[src/rtl/core/ntl_mul.sv]
// shared registered 32x32 multiplier
`default_nettype none
module ntl_mul (
  input  wire logic        clk,
  input  wire logic [31:0] a,
  input  wire logic [31:0] b,
  output logic      [63:0] p_r
);
  always_ff @(posedge clk) begin
    p_r <= 64'(a) * 64'(b);
  end
endmodule
`default_nettype wire

[config.mk]
export PLATFORM = sky130hd
export DESIGN_NAME = ntl_mul
export DESIGN_NICKNAME = d
export VERILOG_FILES = /design/src/rtl/core/ntl_mul.sv
export SDC_FILE = /design/constraint.sdc
export NUM_CORES = 2
export LEC_CHECK = 0
export ABC_AREA = 0
export BUFFER_PORTS_ARGS = -buffer_cell sky130_fd_sc_hd__buf_2
export CAP_MARGIN = 20
export CORE_MARGIN = 4
export CORE_UTILIZATION = 56
export DETAILED_ROUTE_END_ITERATION = 7
export GPL_ROUTABILITY_DRIVEN = 0
export PLACE_DENSITY = 0.74
export SETUP_SLACK_MARGIN = 0.05
export SLEW_MARGIN = 40
export SYNTH_ARGS = -nofsm -noshare
export SYNTH_HDL_FRONTEND = slang
export SYNTH_SLANG_ARGS = --single-unit
[constraint.sdc]
create_clock -name clk -period 8.5 [get_ports clk]
set_input_delay 0.85 -clock clk [delete_from_list [all_inputs] [get_ports clk]]
set_output_delay 0.85 -clock clk [all_outputs]
set_load 0.05 [all_outputs]
Word level (Yosys, flattened, before mapping) --
Index checks and enable logic that the tools add are counted.
Storage, ports and cells: ROM bits 0, logic and storage cells 2, memories 0, RAM bits 0, bits in latches 0, bits in registers 64, bits of input ports 65
Cells by class: $lt $le $gt $ge 0, reductions and logical operators 0, mux-type cells 0, div/mod/pow operators 0, shifts and indexed selects 0, bitwise gates (word level) 0, $add $sub $neg 0, multiply operators 1, eq/ne operators 0
Operators by type and width (count):
- 32-bit by 32-bit multiplier with 64-bit output | 1

Depth between registers and ports, before layout --
depth after elaboration 1, depth in mapped cells 29

Worst setup path after synthesis --
OpenSTA, ideal clock, no wires.
path kind input port to flip-flop, start point in a[25], end point reg p_r[62], stages on the path 25, path buffers 2, setup slack 0.897 ns, arrival time 7.531 ns, setup time 0.072 ns, data required time 8.428 ns, path through clkbuf_1 -> nand2_1 -> fa_1 -> inv_1 -> fa_1 -> inv_1 -> fa_1 -> inv_1 -> fa_1 -> fa_1 -> fa_1 -> fa_1 -> inv_1 -> fa_1 -> inv_1 -> ha_1 -> buf_2 -> nand4_1 -> or4_1 -> or3_1 -> a31oi_1 -> a31o_2 -> a211oi_1 -> o21ai_1 -> xor2_1
Between the ends: cells in the longest elaborated chain, start to end 1
Ends and longest elaborated chain:
- start, declared | line 5 | input wire logic [31:0] a,
- 32-bit by 32-bit multiplier with 64-bit output | line 10 | p_r <= 64'(a) * 64'(b);
- end signal, assigned | line 10
- end, declared | line 7 | output logic [63:0] p_r
Every way passes these cells.

Final worst setup path --
start point in b[5], end point reg p_r[59]
Between the ends: cells in the longest elaborated chain, start to end 1
Ends and longest elaborated chain:
- start, declared | line 6 | input wire logic [31:0] b,
- 32-bit by 32-bit multiplier with 64-bit output | line 10
Every way passes these cells.

==> flow_summary_export.csv <==
group,metric,value,unit
die,dieArea,65970,µm²
worst_setup_path,worst-endpoint-required,8770,ps
worst_setup_path,crit_end,"p_r[59]",
routing,ant_nets,0,
job,max_cap_viol_count,0,
worst_setup_path,crit_path_start,"b[5]",
yosys,synth.ff_latch_count,64,
yosys,syn_inst,3748,
sta,setup-tns-final,0,ps
grt,grt_pass1_wl,146.7,mm
yosys,syn_area,34680,µm²
clocking,cts_sinks,64,
worst_hold_path,hold_path_class,"in2reg",
die,start_util,57.02,%
clocking,cts_buffers,9,
routing,drt_iter0_drc,1523,
yosys,syn_nets,4972,
placement,place_worst_setup_slack,253.7,ps
yosys,synth-edff-count,0,
grt,first_global_vias,27620,
sta,fin_crit_sh,94.28,%
layout,drive_gt1_share,6.347,%
layout,largest_register_ffs,64,
layout,top_register,"p_r",
worst_setup_path,critPathKind,"in2reg",
routing,wl_per_cell,19.77,µm
sta,finalSetupViolations,0,
layout,reg_top3,"p_r x64",
layout,syn_to_final_growth,4.951,%
layout,fin_nets,4969,
worst_setup_path,worst_path_max_delay_cell,"fa_1",
sta,worst_slack,486.3,ps
sta,hold_violations,0,
sta,max_freq,124.8,MHz
worst_setup_path,endpoint_kind,"flip-flop",
worst_setup_path,cpMostUsedCell,"fa_1",
sta,drv_slew,0,
yosys,yosysWarnings,0,
sta,rsz0062_at_grt,"false",
placement,port_buffers,128,
outcome,status,"complete, no violations",
die,die_width,256.8,µm
grt,antenna_found_initial,5,
clocking,cts_tree,"built",
worst_setup_path,critPathMaxFanout,32,
die,core_area,60810,µm²
layout,final_util,59.85,%
yosys,async_reset_ff_share,0,%
clocking,hold_buffers,0,
clocking,cts_buffer_depth,2,
clocking,post_cts_buffers,0,
clocking,cts.clk_slew.worst_paths,60,ps
sta,slew_headroom,43.45,%
routing,vias,25120,
grt,grt_usage,28.26,%
yosys,synth.avg_cell_area,9.252,µm²
worst_setup_path,cp.arrival,8280,ps
sta,finalCriticalPeriod,8014,ps
worst_setup_path,startpoint_type,"primary input",
yosys,ys_seq_area_share,3.695,%
yosys,ys.flop_type,"dfxtp_1",
die,num_rows,90,
grt,grt.overflow.total,0,
worst_setup_path,slowest_delay,530,ps
placement,hpwlAfterDp,75.08,mm
routing,drc,0,
sta,tightest_slew,848.2,ps
clocking,root_buffer,"clkbuf_16",
yosys,ys_types,57,
clocking,h-tree-depth,3,
die,die_h,256.8,µm
routing,viasPerCell,5.538,
routing,first_pass_iters,5,
die,top_level_ports,129,
routing,routed_wl,89.68,mm
grt,grt_max_degree,33,
clocking,cts-resized-gates,0,
[logic make-up (layout without fill, tap and decap cells)]
logic type	after synthesis	in the layout	synth area share (%)
fa+ha+maj	1159	1159	61.22
other cells	0	4	0
compound gates	202	202	4.153
simple gates	1177	1177	17.62
mux	1	1	0.02887
buf+inv	1085	1087	11.77
flops	64	64	3.695
xor+xnor	60	60	1.515
[through the flow]
step	area (µm²)	std cells	hold slack, ps
finish	36390	4536	1178
global route	36390	4534	1191
CTS	36380	4532	1159
detailed placement	36060	4516	1320
global placement	36060	4516	1320
floorplan	34680	3748	977.3
[cell type report]
cell class                      instances  area (µm²)
Sequential cell                        64        1281
Antenna cell                            4       10.01
Inverter                              865        3247
Multi-Input combinational cell       2599       29310
Fill cell                            5173       24420
Tap cell                              782       978.4
Clock inverter                          5       80.08
Clock buffer                           11       242.7
Timing Repair Buffer                  206        1239
[layout by cell type (no fill, tap or decap), types with 20 or more instances in the layout]
cell and count:
buf_2 128, inv_1 865, o21ai_0 21, buf_4 77, a21o_1 40, ha_1 263
and2_1 602, nand2_1 480, xnor2_1 35, nand4_1 23, a21oi_1 63, xor2_1 25
nor2_1 20, fa_1 896, dfxtp_1 64
[worst max-delay path: cells and delay by family]
| family | cells | cell delay (ps) |
|---|---|---|
| compound gates | 6 | 1510 |
| xor+xnor | 1 | 170 |
| fa+ha+maj | 9 | 4420 |
| buf+inv | 6 | 910 |
| simple gates | 3 | 420 |
[worst min path at each step]
stage                   end  depth (start not counted)  slack (ps)  startpoint
floorplan            p_r[0]                          1         980        b[0]
global placement     p_r[5]                          1        1320      p_r[5]
detailed placement  p_r[49]                          1        1320     p_r[49]
CTS                  p_r[0]                          2        1160        b[0]
global route         p_r[0]                          2        1190        b[0]
finish               p_r[0]                          2        1180        b[0]
[synthesized netlist by cell type (4+ instances only)]
cell type / count / area (µm²)
a21o_1: 40 / 300.3
a21oi_1: 63 / 315.3
a221o_1: 4 / 40.04
a31oi_1: 12 / 75.07
and2_1: 602 / 3766
and3_1: 14 / 87.58
buf_2: 6 / 30.03
clkbuf_1: 213 / 799.5
dfxtp_1: 64 / 1281
fa_1: 896 / 17940
ha_1: 263 / 3291
inv_1: 865 / 3247
nand2_1: 480 / 1802
nand3_1: 10 / 50.05
nand4_1: 23 / 143.9
nor2_1: 20 / 75.07
nor3_1: 7 / 35.03
o21a_1: 9 / 67.56
o21ai_0: 21 / 105.1
o21ai_1: 5 / 25.02
o21bai_1: 10 / 75.07
xnor2_1: 35 / 306.5
xor2_1: 25 / 219.0
[per-layer routing]
layer | up-vias | wire length [µm] | global-route usage (%) | part of all wire [%]
met2 | 940 | 46730 | 50.51 | 52
met4 | 0 | 6332 | 15.79 | 7.1
li1 | 10830 | - | - | -
met1 | 13050 | 31980 | 33.58 | 36
met5 | - | 0 | 0 | 0
met3 | 303 | 4638 | 2.763 | 5.2
Power is left out: the tool's default activity adds up to more than one toggle a clock period on the data nets, which glitch-free logic cannot reach.
