==> src/rtl/core/ntl_pkg.sv <==
// shared types and constants of the thermistor linearizer
`default_nettype none
package ntl_pkg;
  localparam int EXP_W  = 4;
  localparam int FRAC_W = 30;
  localparam int LOG_W  = EXP_W + FRAC_W;
  localparam int DIV_QW = 18;
  localparam int SUM_W  = 61;

  localparam logic [2:0] REG_ENABLE    = 3'd0;
  localparam logic [2:0] REG_CELSIUS   = 3'd1;
  localparam logic [2:0] REG_COEFF_A   = 3'd2;
  localparam logic [2:0] REG_COEFF_B   = 3'd3;
  localparam logic [2:0] REG_COEFF_C   = 3'd4;
  localparam logic [2:0] REG_COEFF_D   = 3'd5;
  localparam logic [2:0] REG_THRESHOLD = 3'd6;

  localparam logic [47:0] COEFF_A_RST = 48'd3687779592;
  localparam logic [47:0] COEFF_B_RST = 48'd282051121;
  localparam logic [47:0] COEFF_C_RST = 48'd2865294;
  localparam logic [47:0] COEFF_D_RST = 48'd69591;
  localparam logic [15:0] THRESH_RST  = 16'd100;

  localparam logic [31:0] LN2_Q30     = 32'd744261118;
  localparam logic [59:0] DIV_NUM     = 60'd100 << 40;
  localparam logic signed [18:0] K_OFFSET = 19'sd27315;
  localparam logic signed [18:0] OUT_MIN  = -19'sd27315;
  localparam logic signed [18:0] OUT_MAX  = 19'sd65535;

  typedef struct packed {
    logic        start;
    logic [59:0] num;
    logic [59:0] den;
  } div_req_t;

  typedef struct packed {
    logic              done;
    logic              ovf;
    logic [DIV_QW-1:0] q;
  } div_rsp_t;
endpackage
`default_nettype wire

==> src/rtl/core/ntl_div.sv <==
// restoring divider giving an 18-bit quotient with overflow flag
`default_nettype none
module ntl_div
  import ntl_pkg::*;
(
  input  wire logic     clk,
  input  wire logic     rst_n,
  input  wire div_req_t req,
  output div_rsp_t      rsp
);
  logic [59:0]       rem_r, den_r;
  logic [DIV_QW-1:0] q_r;
  logic [4:0]        cnt_r;
  logic              busy_r, done_r, ovf_r;
  logic [79:0]       sub;
  logic              ge;

  always_comb begin
    sub = 80'(den_r) << cnt_r;
    ge  = 80'(rem_r) >= sub;
  end

  always_ff @(posedge clk) begin
    if (!rst_n) begin
      busy_r <= 1'b0;
      done_r <= 1'b0;
    end else begin
      done_r <= 1'b0;
      if (req.start) begin
        busy_r <= 1'b1;
        rem_r  <= req.num;
        den_r  <= req.den;
        q_r    <= '0;
        cnt_r  <= 5'(DIV_QW);
        ovf_r  <= 1'b0;
      end else if (busy_r) begin
        if (cnt_r == 5'(DIV_QW)) begin
          if (ge) begin
            ovf_r  <= 1'b1;
            busy_r <= 1'b0;
            done_r <= 1'b1;
          end
          cnt_r <= cnt_r - 5'd1;
        end else begin
          if (ge) begin
            rem_r <= rem_r - sub[59:0];
            q_r   <= q_r | (DIV_QW'(1) << cnt_r);
          end
          if (cnt_r == 5'd0) begin
            busy_r <= 1'b0;
            done_r <= 1'b1;
          end else begin
            cnt_r <= cnt_r - 5'd1;
          end
        end
      end
    end
  end

  assign rsp.done = done_r;
  assign rsp.ovf  = ovf_r;
  assign rsp.q    = q_r;
endmodule
`default_nettype wire

==> config.mk <==
export PLATFORM = sky130hd
export DESIGN_NAME = ntl_div
export DESIGN_NICKNAME = d
export VERILOG_FILES = /design/src/rtl/core/ntl_pkg.sv /design/src/rtl/core/ntl_div.sv
export SDC_FILE = /design/constraint.sdc
export NUM_CORES = 1
export LEC_CHECK = 0
export ABC_AREA = 1
export BUFFER_PORTS_ARGS = -buffer_cell sky130_fd_sc_hd__buf_2
export CORE_MARGIN = 2
export CORE_UTILIZATION = 50
export CTS_CLUSTER_SIZE = 40
export DETAILED_ROUTE_END_ITERATION = 7
export PLACE_DENSITY_LB_ADDON = 0.15
export SYNTH_ARGS = -nofsm -noshare
export SYNTH_HDL_FRONTEND = slang
export SYNTH_SLANG_ARGS = --single-unit
==> constraint.sdc <==
create_clock -name clk -period 19.3 [get_ports clk]
set_clock_uncertainty 0.15 [all_clocks]
set_input_delay 1.93 -clock clk [delete_from_list [all_inputs] [get_ports clk]]
set_output_delay 1.93 -clock clk [all_outputs]
set_load 0.05 [all_outputs]
* Word level (Yosys, flattened, before mapping)
Cells that the tools add are included.
W data, S select, Z words.
** Storage, ports and cells
- Output and inout port bits :: 20
- Input bits :: 123
- Register bits :: 146
** Operators by class
- Reductions and logical operators :: 9
- Bitwise operators :: 3
- Order comparisons :: 1
- Multiplexer cells :: 21
- Shift operators :: 2
- Equal/unequal tests :: 3
- $add $sub $neg :: 2
** Operators with widths (count)
- $mux W60 :: 4
- $ge A60 B80 Y1 :: 1
- $shl A60 B5 Y80 :: 1
- $sub A60 B60 Y60 :: 1
- $mux W18 :: 3
- $or A18 B18 Y18 :: 1
- $shl A1 B5 Y18 const A :: 1
- $mux W5 :: 3
- $mux W1 :: 11
- $reduce_and A4 Y1 :: 2
- $reduce_bool A2 Y1 :: 3
- $eq A5 B5 Y1 const B :: 1
- $logic_not A5 Y1 :: 1
- $sub A5 B1 Y5 const B :: 1
- $ne A3 B3 Y1 const B :: 1
- $reduce_and A3 Y1 :: 1
- $reduce_or A3 Y1 :: 1
- $ne A2 B2 Y1 const B :: 1
- $not A1 Y1 :: 2
- $reduce_and A2 Y1 :: 1

* Logic depth before layout (Yosys ltp)
- Word-level depth :: 6
- Depth in mapped cells :: 32
- Gate-level depth less buffers :: 29

* Worst setup path before layout
Ideal clock, no wire load.
- Path type :: input-to-reg
- From :: input port rst_n
- To :: register q_r[0] (enable)
- Data required time :: 18.635 ns
- Slack :: 12.042 ns
- Arrival time :: 6.593 ns
- Library setup time :: 0.515 ns
- Buffers on the path :: 0
- Cell stages on the path :: 4
- Cells stage by stage :: nand2_1 inv_1 a21oi_1 nor2_1
** Between the ends
- Cells in the longest elaborated chain, start to end :: 1
** RTL lines
- start, declared :: line ntl_div.sv:7 : input wire logic rst_n,
- $reduce_and A4 Y1 (no source line)
- end signal, assigned :: line ntl_div.sv:47 : q_r <= q_r | (DIV_QW'(1) << cnt_r);
- end, declared :: line ntl_div.sv:12 : logic [DIV_QW-1:0] q_r;
Every way passes these cells.
A chain may end at the register's enable or synchronous reset.

* Worst setup path in the final report
- From :: register cnt_r[0]
- To :: register rem_r[49] (enable)
** Between the ends
- Cells in the longest elaborated chain, start to end :: 4
- Elaborated cells between the ends (all ways) :: 6
- Those cells by class :: order compare (1); eq/ne (2); shift (1); reduce/logical (2)
** RTL lines
- start, declared :: line ntl_div.sv:13 : logic [4:0] cnt_r;
- start signal, assigned :: line ntl_div.sv:34 : cnt_r <= 5'(DIV_QW);
- start signal, assigned :: line ntl_div.sv:43 : cnt_r <= cnt_r - 5'd1;
- start signal, assigned :: line ntl_div.sv:53 : cnt_r <= cnt_r - 5'd1;
- $shl A60 B5 Y80 :: line ntl_div.sv:19 : sub = 80'(den_r) << cnt_r;
- $ge A60 B80 Y1 :: line ntl_div.sv:20 : ge = 80'(rem_r) >= sub;
- $reduce_bool A2 Y1 (no source line)
- $reduce_and A4 Y1 (no source line) *
- end signal, assigned :: line ntl_div.sv:31 : rem_r <= req.num;
- end signal, assigned :: line ntl_div.sv:46 : rem_r <= rem_r - sub[59:0];
- end, declared :: line ntl_div.sv:11 : logic [59:0] rem_r, den_r;
Mark *: on every way between the ends. The rest lies on a longest branch, timed or not.

==> summary.txt <==
STA
  • Fin. Hold Viols: 0
  • Fin. max-slew vios: 0
  • Slew HR: 0.2490
  • Post-route minimum period: 5798 ps
  • Fmax: 0.1725 GHz
  • Final period utilization: 0.3004
  • RSZ-0062 raised after global routing: no
  • Final setup TNS: 0 ps
  • Final setup vio count: 0
  • Worst Max-Slew Pin Slew: 1126 ps

Hold path
  • HP Class: flip-flop to flip-flop
  • Worst Hold Launch: busy_r$_SDFF_PN0_
  • Hold Path Stages: 2
  • Hold-critical path endpoint: busy_r$_SDFF_PN0_

Die
  • Die W: around 160 microns
  • Initial Util: 0.5104
  • Die footprint: 27000 sq um
  • Core area: 25180 sq um
  • Die Ht: 164.3 microns
  • Rows: 58
  • Top-Level Pins: 143

Final layout
  • Layout Nets: approximately 2200
  • Commonest cells after routing, fill and taps aside: nand2_1 (593), nand3_1 (222), nor2_1 (174)
  • # diodes: 0
  • Layout cells sized above 1: 0.1166
  • Filler cell count: 2518
  • P&R area growth vs syn: 11.59%
  • Commonest non-fill, non-tap cell in the layout: nand2_1
  • Fin cells: 2319
  • Post-layout util: 0.5695

Route
  • DRT Pass-1 Iters: 6
  • Post-route ant nets: 0
  • WL final: 41260 microns
  • Wire per inst: 17.79 microns
  • Number of remaining DRC errors: 0
  • DR vias/cell: 5.647
  • Initial DRC count: 1185
  • Vias: 13100

Pwr
  • VDD IR max: 0.06984 mV
  • Internal power: 802.1 uW
  • P_leak: 0.006571 uW
  • Sw frac: 0.4628
  • Power Dens Cells: 104.1 nW/um^2
  • Seq pwr share: 0.268
  • Clock Power Share: 0.238
  • Combinational share of power: 0.495
  • Psw: 690.9 uW

Synthesis
  • Post-Syn Nets: between 2000 and 2500
  • Top cells by area, synth: edfxtp_1 (34%), nand2_1 (17%), nand3_1 (8.6%)
  • Cell area after synthesis: 12850 sq um
  • Post-synthesis sequential area ratio: 0.3396
  • Synth Warn #: 0
  • Netlist cell types: 51
  • Area leader, netlist: edfxtp_1
  • Fraction of registers with async set or reset after synthesis: 0
  • Flops & latches, synth: between 100 and 150
  • Ys flop type: edfxtp_1
  • Syn_area_per_cell: 6.840 sq um
  • Post-synth EDFFs: 144
  • Syn Inst Count: ~1900
  • Share of the synthesized area in the top cell type: 0.3364

Setup path
  • Startpoint types: flip-flop
  • WP data required: 19210 ps
  • Critical-path cell list: buf_4, nand2_1, nand3_1, o21ai_0, o21ai_0, o21ai_0, nand2_1, o21ai_0, ha_1, nand2_1, nor2_1, nand2_1, nor2_1, and2_1, nand2_1, nand4_1, nand2_1, nand2_1, nand2_1, nand2_1, a31oi_1, nor2_4, buf_4
  • Worst Reg2Reg Path Length in Cells: 23
  • Worst Path Max Fanout: 78
  • RR Endpoint: rem_r[49]$_DFFE_PP_
  • CP bufs+invs: 2
  • Kind of critical path: flip-flop to flip-flop
  • Reg2Reg Setup Slack: 13500 ps
  • Worst path slowest cell: buf_4
  • Crit path capture type: flip-flop
  • Reg-to-reg critical path startpoint: cnt_r[0]$_SDFFCE_PP0P_
  • Worst EP arrival: 5710 ps
  • Delay-heaviest family, CP: simple AND/OR/NAND/NOR gates
  • Slowest stage delay, CP: 790 ps
  • Most used cell, CP: nand2_1

Clock network
  • Hold buffers post-CTS: 0
  • Longest Clk Path Bufs: 2
  • TritonCTS clock tree: built
  • Post-CTS sizing: 0
  • Root Driver: clkbuf_16
  • Clock Latency Late Sink: 450 ps
  • Total CTS buffers: 17
  • Clock-pin slew on the worst setup and hold paths: 80 ps
  • # Post-CTS Setup Buffers: 0
  • # clock sinks: 146
  • H-tree depth: 4

Global routing
  • Initial antenna violation count: 0
  • First-pass GRT wire length: 63850 microns
  • Total grt overflow: 0
  • Gr usage total: 0.3074
  • Vias in the first global route: 12070
  • Pin count of the biggest net entering global routing: between 70 and 80

Placement
  • Port-buffer cells: 142
  • Placed cells: 2287
  • Post-DP HPWL: around 32000 microns
  • GP Congestion: 0.9717

Status
  • Status: finished, final reports clean

Job
  • Max-cap violation count: 0
## power groups by stage
| stage | registers [uW] | clock network [uW] | logic, uW |
|---|---|---|---|
| 3_5_place_dp | 406 | 0 | 722 |
| 2_1_floorplan | 409 | 0 | 523 |
| 6_report | 400 | 355 | 738 |
| 4_1_cts | 400 | 361 | 726 |
| 3_3_place_gp | 407 | 0 | 718 |
| 5_1_grt | 402 | 371 | 825 |
## area by class of cell
| type | instances | area (sq um) | share of cell area |
|---|---|---|---|
| clock inverter | 15 | 201.4 | 0.01405 |
| inverter | 151 | 569.3 | 0.03970 |
| sequential | 146 | 4364 | 0.3043 |
| timing repair buffer | 156 | 815.8 | 0.05688 |
| multi-input combinational | 1504 | 7552 | 0.5266 |
| clock buffer | 17 | 425.4 | 0.02966 |
| tap | 330 | 412.9 | 0.02879 |
## cell families (layout without fill, tap and decap cells)
logic type                 Yosys count  in the layout  synth area share
adders and majority gates           66             66           0.06484
xor gates and xnor gates            11             11          0.007496
muxes                               28             28           0.02181
AOI/OAI and AO/OA                  335            335            0.1458
DFF                                146            146            0.3396
and+or+nand+nor                   1064           1064            0.3471
buffers and inverters              229            339           0.07340
## layer usage
metal	routed length [microns]	part of all wire	track usage
met1	18060	0.44	0.4111
met2	19420	0.47	0.5152
met3	2713	0.066	0.04394
met4	1065	0.026	0.09250
met5	0	0	0
## worst max path at each step
stage                           startpoint                    to  slack, ps  depth (start not counted)
global route        cnt_r[0]$_SDFFCE_PP0P_   rem_r[41]$_DFFE_PP_      13090                         21
global placement    cnt_r[0]$_SDFFCE_PP0P_   rem_r[20]$_DFFE_PP_      13720                         23
finish              cnt_r[0]$_SDFFCE_PP0P_   rem_r[49]$_DFFE_PP_      13500                         23
CTS                 cnt_r[0]$_SDFFCE_PP0P_   rem_r[54]$_DFFE_PP_      13600                         23
detailed placement  cnt_r[0]$_SDFFCE_PP0P_   rem_r[49]$_DFFE_PP_      13640                         23
floorplan                            rst_n  q_r[0]$_SDFFCE_PP0P_      12040                          4
## flip-flops by register name, summed over array words and instances, names as in the netlist
signal	flops
cnt_r	5
ovf_r	1
done_r	1
rem_r	60
den_r	60
q_r	18
busy_r	1
## cell usage after synthesis (all sizes together), types with 2 or more instances
master   instances
nor2           176
a22oi            3
nor3             9
o21bai          14
nand4           12
nor4             6
and3             3
o21a             2
or2             38
a31oi           32
a21oi           94
clkbuf          31
a21o            12
a31o             2
edfxtp         144
and2             5
o211ai           4
buf             47
dfxtp            2
a21boi           4
nand3          222
mux2i           28
inv            149
o21ai          158
o31ai            3
xor2             7
o22ai            3
clkinv           2
o2111ai          2
ha              65
xnor2            4
nand2          593
## metrics by stage
step / hold slack, ps / instance area (sq um) / total power, uW / setup WS [ps]
final: 366.5 / 14340 / 1493 / 13500
after global routing: 371.9 / 14340 / 1597 / 13090
after CTS: 353.9 / 14340 / 1486 / 13600
after detailed placement: 343.8 / 13710 / 1129 / 13640
after global placement: 324.1 / 13710 / 1125 / 13720
after floorplan: 314.2 / 12850 / 931.9 / 12040
## worst reg2reg max path, cell delays in order, from the launching register on
cell	delay, ps
edfxtp_1	410
buf_4	540
nand2_1	160
nand3_1	110
o21ai_0	140
o21ai_0	500
o21ai_0	210
nand2_1	160
o21ai_0	140
ha_1	450
nand2_1	140
nor2_1	190
nand2_1	90
nor2_1	170
and2_1	150
nand2_1	70
nand4_1	100
nand2_1	60
nand2_1	100
nand2_1	50
nand2_1	110
a31oi_1	170
nor2_4	110
buf_4	790
(Power assumes the default switching activity.)
